$ cat src/rtl/jesu_pkg.sv
// ---------------------------------------------------------------------------
// jesu_pkg
// types, character codes and helpers shared by the json escape / utf-8
// sanitizer controller, datapath and top level
// ---------------------------------------------------------------------------
package jesu_pkg;

	// request from the source side: one raw string byte
	typedef struct packed {
		logic [7:0] in_byte;
		logic       in_last;
	} req_t;

	// request to the sink side: one escaped byte or an empty end marker
	typedef struct packed {
		logic [7:0] out_byte;
		logic       has_byte;
		logic       run_last;
		logic       string_end;
	} res_t;

	// controller states
	typedef enum logic {
		ST_PROC,
		ST_EMIT
	} state_t;

	// commands from controller to datapath
	typedef struct packed {
		logic accept;
		logic eval;
		logic emit;
		logic flush;
	} cmd_t;

	// status from datapath to controller
	typedef struct packed {
		logic q_empty;
		logic open;
		logic flush_out;
		logic out_free;
		logic hold_v;
		logic eval_run;
		logic run_end;
	} stat_t;

	// work queue and run buffer sizes
	localparam int unsigned QDEPTH  = 4;
	localparam int unsigned RUN_MAX = 6;

	// character codes
	localparam logic [7:0] CH_QUOTE  = 8'h22;
	localparam logic [7:0] CH_BSLASH = 8'h5C;
	localparam logic [7:0] CH_LF     = 8'h0A;
	localparam logic [7:0] CH_CR     = 8'h0D;
	localparam logic [7:0] CH_TAB    = 8'h09;
	localparam logic [7:0] CH_N      = 8'h6E;
	localparam logic [7:0] CH_T      = 8'h74;
	localparam logic [7:0] CH_U      = 8'h75;
	localparam logic [7:0] CH_ZERO   = 8'h30;
	localparam logic [7:0] CH_QMARK  = 8'h3F;
	localparam logic [7:0] CTRL_LIM  = 8'h20;

	// lower-case hex digit
	function automatic logic [7:0] hex_digit(input logic [3:0] nib);
		logic [7:0] r;
		if (nib < 4'd10) begin
			r = 8'h30 + {4'h0, nib};
		end else begin
			r = 8'h57 + {4'h0, nib};
		end
		return r;
	endfunction

	// extra bytes a utf-8 lead needs, 0 when not a lead
	function automatic logic [1:0] lead_extra(input logic [7:0] b);
		logic [1:0] r;
		if ((b & 8'hE0) == 8'hC0) begin
			r = 2'd1;
		end else if ((b & 8'hF0) == 8'hE0) begin
			r = 2'd2;
		end else if ((b & 8'hF8) == 8'hF0) begin
			r = 2'd3;
		end else begin
			r = 2'd0;
		end
		return r;
	endfunction

endpackage

$ cat src/rtl/jesu_ctrl.sv
// ---------------------------------------------------------------------------
// jesu_ctrl
// sequencing state machine: evaluate queued bytes, emit runs, close requests
// ---------------------------------------------------------------------------
module jesu_ctrl (
	input  logic            clk,
	input  logic            arst_n,
	input  logic            raw_valid,
	output logic            raw_stall,
	input  jesu_pkg::stat_t stat,
	output jesu_pkg::cmd_t  cmd
);
	import jesu_pkg::*;

	state_t state_q;
	state_t state_d;
	logic   ready;

	always_ff @(posedge clk or negedge arst_n) begin
		if (!arst_n) begin
			state_q <= ST_PROC;
		end else begin
			state_q <= state_d;
		end
	end

	// next state
	always_comb begin
		state_d = state_q;
		case (state_q)
			ST_PROC: begin
				if (!stat.q_empty && stat.eval_run) begin
					state_d = ST_EMIT;
				end
			end
			ST_EMIT: begin
				if ((!stat.hold_v || stat.out_free) && stat.run_end) begin
					state_d = ST_PROC;
				end
			end
			default: state_d = ST_PROC;
		endcase
	end

	// outputs
	always_comb begin
		cmd   = '0;
		ready = 1'b0;
		case (state_q)
			ST_PROC: begin
				if (!stat.q_empty) begin
					cmd.eval = 1'b1;
				end else if (stat.open) begin
					ready     = !stat.flush_out || stat.out_free;
					cmd.flush = ready;
				end else begin
					ready = 1'b1;
				end
			end
			ST_EMIT: begin
				cmd.emit = !stat.hold_v || stat.out_free;
			end
			default: begin
				ready = 1'b0;
			end
		endcase
		cmd.accept = ready && raw_valid;
	end

	assign raw_stall = !ready;

endmodule

$ cat src/rtl/jesu_dp.sv
// ---------------------------------------------------------------------------
// jesu_dp
// datapath: work queue, pending utf-8 sequence, run buffer, lookahead and
// output register
// ---------------------------------------------------------------------------
module jesu_dp (
	input  logic            clk,
	input  logic            arst_n,
	input  jesu_pkg::req_t  raw_data,
	input  jesu_pkg::cmd_t  cmd,
	input  logic            esc_stall,
	output jesu_pkg::stat_t stat,
	output logic            esc_valid,
	output jesu_pkg::res_t  esc_data
);
	import jesu_pkg::*;

	// work queue of bytes still to run through the escaper
	logic [7:0] q_byte_q [QDEPTH];
	logic       q_last_q [QDEPTH];
	logic [2:0] q_cnt_q;

	// pending utf-8 sequence
	logic [7:0] pend_q [4];
	logic [2:0] pcnt_q;
	logic [1:0] pext_q;

	// run buffer
	logic [7:0] run_q [RUN_MAX];
	logic [2:0] run_len_q;
	logic [2:0] run_idx_q;

	// one byte lookahead so the last byte of a request can be marked
	logic [7:0] hold_q;
	logic       hold_v_q;

	logic       open_q;
	logic       step_last_q;

	res_t       out_q;
	logic       out_v_q;

	// evaluation of the queue head
	logic [7:0] b;
	logic       l;
	logic [1:0] slot;
	logic [1:0] n;
	logic [1:0] ext;
	logic [7:0] held [4];
	logic       held_last [4];
	logic       ok;
	logic [7:0] ev_run [RUN_MAX];
	logic [2:0] ev_len;
	logic [2:0] nx_pcnt;
	logic [1:0] nx_pext;
	logic       pend_we;
	logic [1:0] pend_wa;
	logic       ev_push;
	logic [7:0] nq_byte [QDEPTH];
	logic       nq_last [QDEPTH];
	logic [2:0] nq_cnt;
	logic       out_free;
	logic       out_load;
	res_t       out_d;

	always_comb begin
		b       = q_byte_q[0];
		l       = q_last_q[0];
		slot    = pcnt_q[1:0];
		n       = pext_q;
		ext     = lead_extra(b);
		ev_len  = 3'd0;
		nx_pcnt = pcnt_q;
		nx_pext = pext_q;
		pend_we = 1'b0;
		pend_wa = slot;
		ev_push = 1'b0;
		ok      = 1'b1;
		for (int k = 0; k < RUN_MAX; k++) begin
			ev_run[k] = 8'h00;
		end
		for (int k = 0; k < 4; k++) begin
			held[k]      = (2'(k) == slot) ? b : pend_q[k];
			held_last[k] = (2'(k) == slot) ? l : 1'b0;
		end
		for (int k = 1; k < 4; k++) begin
			if ((2'(k) <= n) && (held[k][7:6] != 2'b10)) begin
				ok = 1'b0;
			end
		end

		if (pcnt_q == 3'd0) begin
			pend_wa = 2'd0;
			case (b)
				CH_QUOTE: begin
					ev_run[0] = CH_BSLASH;
					ev_run[1] = CH_QUOTE;
					ev_len    = 3'd2;
				end
				CH_BSLASH: begin
					ev_run[0] = CH_BSLASH;
					ev_run[1] = CH_BSLASH;
					ev_len    = 3'd2;
				end
				CH_LF: begin
					ev_run[0] = CH_BSLASH;
					ev_run[1] = CH_N;
					ev_len    = 3'd2;
				end
				CH_CR: begin
					ev_len = 3'd0;
				end
				CH_TAB: begin
					ev_run[0] = CH_BSLASH;
					ev_run[1] = CH_T;
					ev_len    = 3'd2;
				end
				default: begin
					if (b < CTRL_LIM) begin
						ev_run[0] = CH_BSLASH;
						ev_run[1] = CH_U;
						ev_run[2] = CH_ZERO;
						ev_run[3] = CH_ZERO;
						ev_run[4] = hex_digit(b[7:4]);
						ev_run[5] = hex_digit(b[3:0]);
						ev_len    = 3'd6;
					end else if (!b[7]) begin
						ev_run[0] = b;
						ev_len    = 3'd1;
					end else if (ext != 2'd0 && !l) begin
						pend_we = 1'b1;
						nx_pcnt = 3'd1;
						nx_pext = ext;
					end else begin
						ev_run[0] = CH_QMARK;
						ev_len    = 3'd1;
					end
				end
			endcase
		end else begin
			pend_we = 1'b1;
			if (pcnt_q == {1'b0, n}) begin
				// sequence complete
				nx_pcnt = 3'd0;
				nx_pext = 2'd0;
				if (ok) begin
					for (int k = 0; k < 4; k++) begin
						ev_run[k] = held[k];
					end
					ev_len = {1'b0, n} + 3'd1;
				end else begin
					ev_run[0] = CH_QMARK;
					ev_len    = 3'd1;
					ev_push   = 1'b1;
				end
			end else if (l) begin
				// string ends inside a sequence
				ev_run[0] = CH_QMARK;
				ev_len    = 3'd1;
				nx_pcnt   = 3'd0;
				nx_pext   = 2'd0;
			end else begin
				nx_pcnt = pcnt_q + 3'd1;
			end
		end
	end

	// queue after popping the head, with replayed bytes in front when broken
	always_comb begin
		logic [2:0] src;
		logic [1:0] idx;
		src = 3'd0;
		idx = 2'd0;
		for (int i = 0; i < QDEPTH; i++) begin
			src = ev_push ? (3'(i) - {1'b0, n}) : 3'(i);
			idx = src[1:0] + 2'd1;
			if (ev_push && (3'(i) < {1'b0, n})) begin
				nq_byte[i] = held[2'(i + 1)];
				nq_last[i] = held_last[2'(i + 1)];
			end else if (src < 3'(QDEPTH - 1)) begin
				nq_byte[i] = q_byte_q[idx];
				nq_last[i] = q_last_q[idx];
			end else begin
				nq_byte[i] = 8'h00;
				nq_last[i] = 1'b0;
			end
		end
		nq_cnt = ev_push ? (q_cnt_q - 3'd1 + {1'b0, n}) : (q_cnt_q - 3'd1);
	end

	// output register loading
	assign out_free = !out_v_q || !esc_stall;

	always_comb begin
		out_d    = '0;
		out_load = 1'b0;
		if (cmd.emit && hold_v_q) begin
			out_load          = 1'b1;
			out_d.out_byte    = hold_q;
			out_d.has_byte    = 1'b1;
		end else if (cmd.flush && hold_v_q) begin
			out_load          = 1'b1;
			out_d.out_byte    = hold_q;
			out_d.has_byte    = 1'b1;
			out_d.run_last    = 1'b1;
			out_d.string_end  = step_last_q;
		end else if (cmd.flush && step_last_q) begin
			out_load          = 1'b1;
			out_d.run_last    = 1'b1;
			out_d.string_end  = 1'b1;
		end
	end

	// control registers
	always_ff @(posedge clk or negedge arst_n) begin
		if (!arst_n) begin
			q_cnt_q     <= 3'd0;
			pcnt_q      <= 3'd0;
			pext_q      <= 2'd0;
			run_len_q   <= 3'd0;
			run_idx_q   <= 3'd0;
			hold_v_q    <= 1'b0;
			open_q      <= 1'b0;
			step_last_q <= 1'b0;
			out_v_q     <= 1'b0;
		end else begin
			if (cmd.accept) begin
				q_cnt_q     <= 3'd1;
				open_q      <= 1'b1;
				step_last_q <= raw_data.in_last;
			end else if (cmd.eval) begin
				q_cnt_q <= nq_cnt;
			end
			if (cmd.flush && !cmd.accept) begin
				open_q <= 1'b0;
			end
			if (cmd.eval) begin
				pcnt_q    <= nx_pcnt;
				pext_q    <= nx_pext;
				run_len_q <= ev_len;
				run_idx_q <= 3'd0;
			end else if (cmd.emit) begin
				run_idx_q <= run_idx_q + 3'd1;
			end
			if (cmd.emit) begin
				hold_v_q <= 1'b1;
			end else if (cmd.flush) begin
				hold_v_q <= 1'b0;
			end
			if (out_load) begin
				out_v_q <= 1'b1;
			end else if (!esc_stall) begin
				out_v_q <= 1'b0;
			end
		end
	end

	// payload registers
	always_ff @(posedge clk) begin
		if (cmd.accept) begin
			q_byte_q[0] <= raw_data.in_byte;
			q_last_q[0] <= raw_data.in_last;
		end else if (cmd.eval) begin
			for (int i = 0; i < QDEPTH; i++) begin
				q_byte_q[i] <= nq_byte[i];
				q_last_q[i] <= nq_last[i];
			end
		end
		if (cmd.eval && pend_we) begin
			pend_q[pend_wa] <= b;
		end
		if (cmd.eval) begin
			for (int k = 0; k < RUN_MAX; k++) begin
				run_q[k] <= ev_run[k];
			end
		end
		if (cmd.emit) begin
			hold_q <= run_q[run_idx_q];
		end
		if (out_load) begin
			out_q <= out_d;
		end
	end

	assign stat.q_empty   = (q_cnt_q == 3'd0);
	assign stat.open      = open_q;
	assign stat.flush_out = hold_v_q || step_last_q;
	assign stat.out_free  = out_free;
	assign stat.hold_v    = hold_v_q;
	assign stat.eval_run  = (ev_len != 3'd0);
	assign stat.run_end   = (run_idx_q == run_len_q - 3'd1);

	assign esc_valid = out_v_q;
	assign esc_data  = out_q;

endmodule

$ cat src/rtl/json_escape_utf8_sanitizer_unit.sv
// ---------------------------------------------------------------------------
// json_escape_utf8_sanitizer_unit
// json string escaper with utf-8 sequence sanitizing, one source byte per
// request
// ---------------------------------------------------------------------------
// Each raw byte request yields its json-escaped output bytes on the esc
// channel, the last one flagged run_last and, for the final byte of the
// string, string_end; a final byte that produces nothing gives one empty
// marker (has_byte low). Flow: every byte that passes through the escaper
// (the request byte plus any bytes replayed from a broken utf-8 sequence)
// is evaluated in turn, each output byte is walked out of the run buffer,
// and a closing step finishes the request while the next request is taken
// in; a new request is held off until the last one has been walked out. The
// throughput is set by the single evaluate/emit sequencer and its
// one-byte-per-cycle output path, which esc_stall can hold.
// No clearing pass is needed after reset.
module json_escape_utf8_sanitizer_unit (
	input  logic           clk,
	input  logic           arst_n,
	// raw string bytes
	input  logic           raw_valid,
	output logic           raw_stall,
	input  jesu_pkg::req_t raw_data,
	// escaped bytes
	output logic           esc_valid,
	input  logic           esc_stall,
	output jesu_pkg::res_t esc_data
);
	import jesu_pkg::*;

	// command and status between sequencer and datapath
	cmd_t  cmd;
	stat_t stat;

	// sequencer: evaluate queue head, walk the run buffer, close the request
	jesu_ctrl u_ctrl (
		.clk       (clk),
		.arst_n    (arst_n),
		.raw_valid (raw_valid),
		.raw_stall (raw_stall),
		.stat      (stat),
		.cmd       (cmd)
	);

	// datapath: work queue, pending sequence, run buffer, output register
	jesu_dp u_dp (
		.clk       (clk),
		.arst_n    (arst_n),
		.raw_data  (raw_data),
		.cmd       (cmd),
		.esc_stall (esc_stall),
		.stat      (stat),
		.esc_valid (esc_valid),
		.esc_data  (esc_data)
	);

endmodule

$ cat config.mk
export PLATFORM = sky130hd
export DESIGN_NAME = json_escape_utf8_sanitizer_unit
export DESIGN_NICKNAME = d
export VERILOG_FILES = /design/src/rtl/jesu_pkg.sv /design/src/rtl/jesu_ctrl.sv /design/src/rtl/jesu_dp.sv /design/src/rtl/json_escape_utf8_sanitizer_unit.sv
export SDC_FILE = /design/constraint.sdc
export NUM_CORES = 1
export LEC_CHECK = 0
export ABC_AREA = 1
export ABC_CLOCK_PERIOD_IN_PS = 3900
export BUFFER_PORTS_ARGS = -buffer_cell sky130_fd_sc_hd__buf_2
export CORE_UTILIZATION = 40
export CTS_CLUSTER_DIAMETER = 50
export DETAILED_ROUTE_END_ITERATION = 7
export PLACE_DENSITY = 0.52
export SYNTH_ARGS = -nofsm -noshare
export SYNTH_HDL_FRONTEND = slang
export SYNTH_SLANG_ARGS = --single-unit
$ cat constraint.sdc
create_clock -name clk -period 3.9 [get_ports clk]
set_input_delay 0.78 -clock clk [delete_from_list [all_inputs] [get_ports clk]]
set_output_delay 0.78 -clock clk [all_outputs]
set_load 0.005 [all_outputs]
---- After elaboration in Yosys (flattened, before gate mapping) ----
Memory sizes are Yosys's and may differ from the RTL's. A register that Yosys moved wholly into a read port is not among the register bits.
Cells that the tools add are included.
storage, ports and cells
  register bits after elaboration ......... 30
  RAM bits ................................ 116
  bits of input ports ..................... 13
  output and inout port bits .............. 13
  word-level logic and storage cells ...... 229
  memories kept ........................... 4
memories
  memory         depth  width  read ports  clocked after Yosys merged registers in  write ports  RTL line       RTL
  u_dp.run_q     6      8      1           1                                        6            jesu_dp.sv:29  logic [7:0] run_q [RUN_MAX];
  u_dp.pend_q    4      8      4           0                                        1            jesu_dp.sv:24  logic [7:0] pend_q [4];
  u_dp.q_byte_q  4      8      5           0                                        4            jesu_dp.sv:19  logic [7:0] q_byte_q [QDEPTH];
  u_dp.q_last_q  4      1      5           0                                        4            jesu_dp.sv:20  logic q_last_q [QDEPTH];
operators by class
  add/sub/neg operators ................... 18
  order comparisons ....................... 13
  equal/unequal tests ..................... 21
  multiplexer cells ....................... 115
  bitwise operators ....................... 3
  reduce and logical (&&, ||, !) cells .... 41
operators by type and width
  kind                                                                  number
  8-bit two-way mux                                                     18
  16-bit case mux with 5 select lines                                   1
  32-bit two-way mux                                                    2
  3-bit two-way mux                                                     21
  1-bit two-way mux                                                     50
  24-bit two-way mux                                                    2
  39-bit two-way mux                                                    1
  2-bit two-way mux                                                     13
  8-bit by 4-bit == test with 1-bit output, second input constant       3
  9-bit two-way mux                                                     2
  7-bit by 4-bit adder with 8-bit output, first input constant          2
  16-bit two-way mux                                                    1
  1-bit logical AND                                                     15
  6-bit by 4-bit adder with 7-bit output, first input constant          2
  3-bit by 2-bit < comparator with 1-bit output, second input constant  4
  6-bit two-way mux                                                     2
  2-bit inequality test, second input constant                          6
  2-bit nonzero test                                                    5
  2-bit by 1-bit adder with 2-bit output, second input constant         4
  8-bit by 6-bit == test with 1-bit output, second input constant       1
  8-bit by 7-bit == test with 1-bit output, second input constant       1
  1-bit zero test                                                       8
  4-bit < comparator, second input constant                             2
  8-bit by 6-bit < comparator with 1-bit output, second input constant  1
  30 further kinds                                                      44

---- Depth between registers and ports, before layout ----
An unclocked memory read counts as a cell.
  depth in word-level cells ............... 16
  gate-level depth with buffers ........... 19
  gate-level depth less buffers ........... 17

---- Hierarchy ----
From an unflattened synthesis, not the netlist that was laid out.
unflattened totals
  cell total of the unflattened synthesis .. 947
  area, all modules ....................... 8,189.1 um^2
by module, submodules not included
  module     times used  cells an instance  area an instance (um^2)  sequential area each (um^2)
  jesu_dp    1           929                8,091.5                  4,444.3
  jesu_ctrl  1           18                 97.6                     25.0

---- Worst setup path after synthesis ----
Ideal clock, no wire load.
  path kind ............................... reg2reg
  start ................................... reg u_dp.pcnt_q[0]
  end ..................................... mem u_dp.q_byte_q[1][7], data pin
  setup time .............................. 0.251 ns
  arrival time ............................ 3.037 ns
  required time ........................... 3.649 ns
  slack ................................... 0.612 ns
  stages on the path, launching flop included .. 20
  buffers on the path ..................... 3
  clock period less this slack ............ 3.288 ns
  cells stage by stage .................... dfrtp_1 > inv_1 > ha_1 > buf_2 > nand2_1 > nand2_1 > nand2_1 > nand2_1 > nand3_2 > nand2_2 > inv_1 > nand2_1 > ha_1 > clkbuf_1 > clkinv_1 > clkbuf_1 > o211ai_1 > o21ai_0 > nand2_1 > inv_1
RTL lines
  element                 RTL line        RTL
  start, declared         jesu_dp.sv:25   logic [2:0] pcnt_q;
  start signal, assigned  jesu_dp.sv:238  pcnt_q <= nx_pcnt;
  end, declared           jesu_dp.sv:19

==> summary.txt <==
Synthesis
  – Avg Synthesized Cell Area: 9.03 um^2
  – Yosys synthesis warning count: 0
  – Fraction of registers with async set/reset: 0.125
  – Compound-cell area share of the yosys netlist: 0.131
  – EDFF count, synth: 133
  – Fraction of synthesized cell area taken by the top area cell type: 0.494
  – Register bit total from synthesis: 152
  – Sequential cell area fraction in the yosys report: 0.552
  – Ys flop type: edfxtp_1
  – Top cells by area, synth: edfxtp_1 49%, nand2_1 11%, dfrtp_1 5.9%, o21ai_0 5.5%, inv_1 4.8%
  – Most area-hungry cell type in the Yosys netlist: edfxtp_1
  – Adder and majority cell fraction of the synthesized area: 0.0396
  – Dominant combinational cell family by area after synthesis: simple AND/OR/NAND/NOR gates
  – Combined area of all synthesized cells: 8090 um^2
  – Count of distinct cell types in the synthesized netlist: 46
  – Xor/xnor cell area share of the yosys netlist: 0.00649
  – Post-Synth Simple-Gate Area: 0.195
  – Synthesized netlist cell count: 896
  – Proportion of synthesized area in mux cells: 0.00247

Setup path
  – Kind of cell adding the most delay to the critical path: buffers and inverters
  – Highest-delay cell along the critical path: dfrtp_1
  – Worst endpoint required time: 4.09 ns
  – Startpoint type of the worst setup path: register
  – Worst Setup SP: u_dp.pcnt_q[0]$_DFFE_PN0P_
  – R2R Path Start: u_dp.pcnt_q[0]$_DFFE_PN0P_
  – Highest net fanout along the worst path: 18
  – Count of buffering cells on the critical path with inverters included: 5
  – Reg2reg setup slack: 0.51 ns
  – Worst setup EP type: register
  – Worst reg2reg path endpoint: u_dp.q_byte_q[1][3]$_SDFFCE_PP0P_
  – Cell-by-cell trace of the critical path: inv_1 > ha_1 > inv_1 > nand2_1 > nand2_1 > nand2_1 > nand2_1 > nand3_2 > nand2_2 > inv_1 > nand2_1 > ha_1 > clkinvlp_4 > o211ai_1 > o21ai_0 > nand2_1 > inv_1
  – Signal arrival time at the worst endpoint: 3.58 ns
  – Cell repeated most along the worst path: nand2_1
  – Crit Path Category: register to register
  – Number of gates on the worst path with buffers counted: 17
  – Critical path capture point: u_dp.q_byte_q[1][3]$_SDFFCE_PP0P_
  – Maximum cell stage delay along the critical path: 0.47 ns
  – Number of cells traversed by the worst register-to-register path: 17

Route
  – Total Wirelength: 21.9 mm
  – Total vias in the final route: 6260
  – Average wire length per cell after detail routing: 18.1 um
  – Number of detailed-routing iterations run before antenna repair: 5
  – Via count normalized by instance count: 5.18
  – Antenna Nets Post-Route: 0
  – Final routed DRC violation total: 0
  – Detailed Route Iter0 Violations: 555

Clock tree
  – Number of sinks handled by clock tree synthesis: 152
  – Setup fix buffers added after clock tree synthesis: 0
  – Clock tree from TritonCTS: yes
  – Insertion delay to the later sink of the worst-skew pair: 0.44 ns
  – Clock-pin slew reported for the worst setup and hold paths after clock tree synthesis: 0.07 ns
  – Deepest level of the CTS H-tree: 4
  – Clock root buffer master: clkbuf_16
  – Worst-case clock buffer depth: 2
  – Clock buffers created by TritonCTS: 17

Min path
  – Class of the worst hold path: input pin to asynchronous set/reset pin

Finish
  – Seq. cell area: 4470 um^2
  – Signed area change from the synthesized netlist to the final layout: 13.1%
  – Fraction of layout instances using a drive strength above 1: 0.104
  – Antenna cells: 0
  – Number of nets in the layout: 969
  – Area used by multi-input combinational logic: 3060 um^2
  – Summed area of non-filler cells in the final layout: 9150 um^2
  – Number of filler instances in the final layout: 1964

STA
  – Final number of hold-violating endpoints: 0
  – Crit share post-route: 0.868
  – Setup Skew: 0.0156 ns
  – Top achievable clock speed: 295 MHz
  – Least-Margin Pin Slew: 0.867 ns
  – Final Critical Period: 3.39 ns
  – TNS Setup: 0 ns
  – Final Slew Violations: 0
  – Unrepaired setup endpoints after global routing: no
  – Max-slew headroom: 0.422
  – Final setup vio count: 0

Run status
  – Run status: complete, no violations

Die
  – Horizontal extent of the die: 144 um
  – Area enclosed by the die boundary: 20800 um^2
  – Number of placement rows: 51
  – Core Region: 19700 um^2
  – Io pins: 26
  – Effective utilization at floorplan: 0.412
  – Die boundary height: 144 um

Pwr
  – IR Drop Worst-Case VDD: 0.000417 V
  – PD cells: 853 nW/um^2
  – Leakage component of the power: 3.98 nW

Place
  – Detailed Place HPWL: 15.4 mm
  – Gpl congestion: 0.893
  – Count of buffers from port buffering: 25
  – Cell area after placement: 8590 um^2

Global route
  – Initial antenna violation count: 0
  – Via count of the first global-routing pass: 5898
  – Wire length of the first global-routing pass: 34.2 mm
  – Pin count of the biggest net entering global routing: 74
  – Total congestion overflow: 0
  – Tot GR Track Use: 0.227

Job
  – Max cap viols: 0
synthesized netlist by cell type (all sizes together), types with 2 or more instances:
master   number
nor2         69
a21oi        57
nor3          7
ha           24
nand3b        2
clkinv        5
o22ai         9
o211ai       12
edfxtp      133
o21ai        91
a32o          7
buf          16
o311ai        2
nor4          2
nand2       247
o2111ai       2
nand4        16
dfrtp        19
a31oi         2
nand3        29
mux2i         2
clkbuf       20
xnor2         3
xor2          3
inv         108
logic make-up after synthesis:
kind of cell | Yosys count
other cells | 1
compound gates | 188
flops | 152
xor+xnor | 6
simple gates | 373
buf+inv | 149
fa+ha+maj | 25
mux | 2
registers in the layout, summed over array words and instances (netlist names), 2 cells and up:
signal	count
u_dp.run_len_q	3
u_dp.esc_data	11
u_dp.run_idx_q	3
u_dp.hold_q	8
u_dp.q_cnt_q	3
u_dp.q_last_q	4
u_dp.pend_q	32
u_dp.n	2
u_dp.run_q	46
u_dp.q_byte_q	32
u_dp.pcnt_q	3
routing by layer:
metal / routed length (um) / share of wire / vias up / global-route usage
met5: 0 / 0 / - / 0
met4: 503 / 0.023 / 0 / 0.0837
met3: 1610 / 0.074 / 30 / 0.0523
met2: 9490 / 0.43 / 221 / 0.337
met1: 10300 / 0.47 / 2908 / 0.322
li1: - / - / 3101 / -
metrics by stage:
stage / worst slack (ns) / hold WS (ns) / util / power (mW) / std cells
after floorplan: 0.612 / 0.470 / - / 5.04 / 899
after global placement: 0.556 / 0.494 / 0.437 / 6.19 / 1177
after detailed placement: 0.409 / 0.491 / 0.437 / 6.18 / 1177
after CTS: 0.393 / 0.327 / 0.466 / 7.82 / 1209
after global routing: 0.141 / 0.347 / 0.466 / 8.35 / 1209
final: 0.514 / 0.318 / 0.466 / 7.81 / 1209
final cells by class:
type                       instances  share of cell area
clock buffer                      21              0.0481
clock inverter                    11              0.0134
inverter                         113              0.0467
multi-input combinational        598               0.334
sequential                       152               0.488
tap                              265              0.0362
timing repair buffer              49              0.0334
worst min path at each step:
stage                                         start                             to  slack (ns)  cells after the start
after floorplan           u_dp.hold_v_q$_DFFE_PN0P_      u_dp.hold_v_q$_DFFE_PN0P_        0.47                      2
after global placement    u_dp.hold_v_q$_DFFE_PN0P_      u_dp.hold_v_q$_DFFE_PN0P_        0.49                      2
after detailed placement  u_dp.hold_v_q$_DFFE_PN0P_      u_dp.hold_v_q$_DFFE_PN0P_        0.49                      2
after CTS                                    arst_n     u_dp.pcnt_q[2]$_DFFE_PN0P_        0.33                      1
after global routing                         arst_n  u_dp.run_idx_q[2]$_DFFE_PN0P_        0.35                      1
final                                        arst_n     u_dp.pcnt_q[0]$_DFFE_PN0P_        0.32                      1
layout by cell type, fill, tap and decap left out, drive strengths merged, types with 3 or more instances in the layout:
| cell type | netlist | final |
|---|---|---|
| a32o | 7 | 7 |
| xnor2 | 3 | 3 |
| o211ai | 12 | 12 |
| o22ai | 9 | 9 |
| ha | 24 | 24 |
| o21ai | 91 | 91 |
| buf | 16 | 49 |
| conb | 1 | 4 |
| nand3 | 29 | 29 |
| edfxtp | 133 | 133 |
| nand4 | 16 | 16 |
| clkinv | 5 | 7 |
| clkinvlp | 0 | 5 |
| clkbuf | 20 | 21 |
| nand2 | 247 | 247 |
| nor3 | 7 | 7 |
| dfrtp | 19 | 19 |
| xor2 | 3 | 3 |
| inv | 108 | 110 |
| nor2 | 69 | 69 |
| a21oi | 57 | 57 |
power by group:
part / switching (mW) / total, mW / internal, mW
clock: 0.686 / 1.63 / 0.942
combinational: 2.21 / 3.20 / 0.985
sequential: 0.372 / 2.98 / 2.61
total: 3.27 / 7.81 / 4.54
what timing repair did:
action | 4_1_cts | 5_1_grt
gates resized for setup | 0 | 1
hold buffers | 0 | 0
endpoints found under the setup margin | 0 | 2
worst reg2reg max path: stages (launching register included):
cell,delay [ns]
dfrtp_1,0.47
inv_1,0.19
ha_1,0.39
inv_1,0.17
nand2_1,0.11
nand2_1,0.05
nand2_1,0.09
nand2_1,0.07
nand3_2,0.09
nand2_2,0.13
inv_1,0.20
nand2_1,0.10
ha_1,0.35
clkinvlp_4,0.29
o211ai_1,0.21
o21ai_0,0.11
nand2_1,0.07
inv_1,0.04
(Power assumes the default switching activity.)
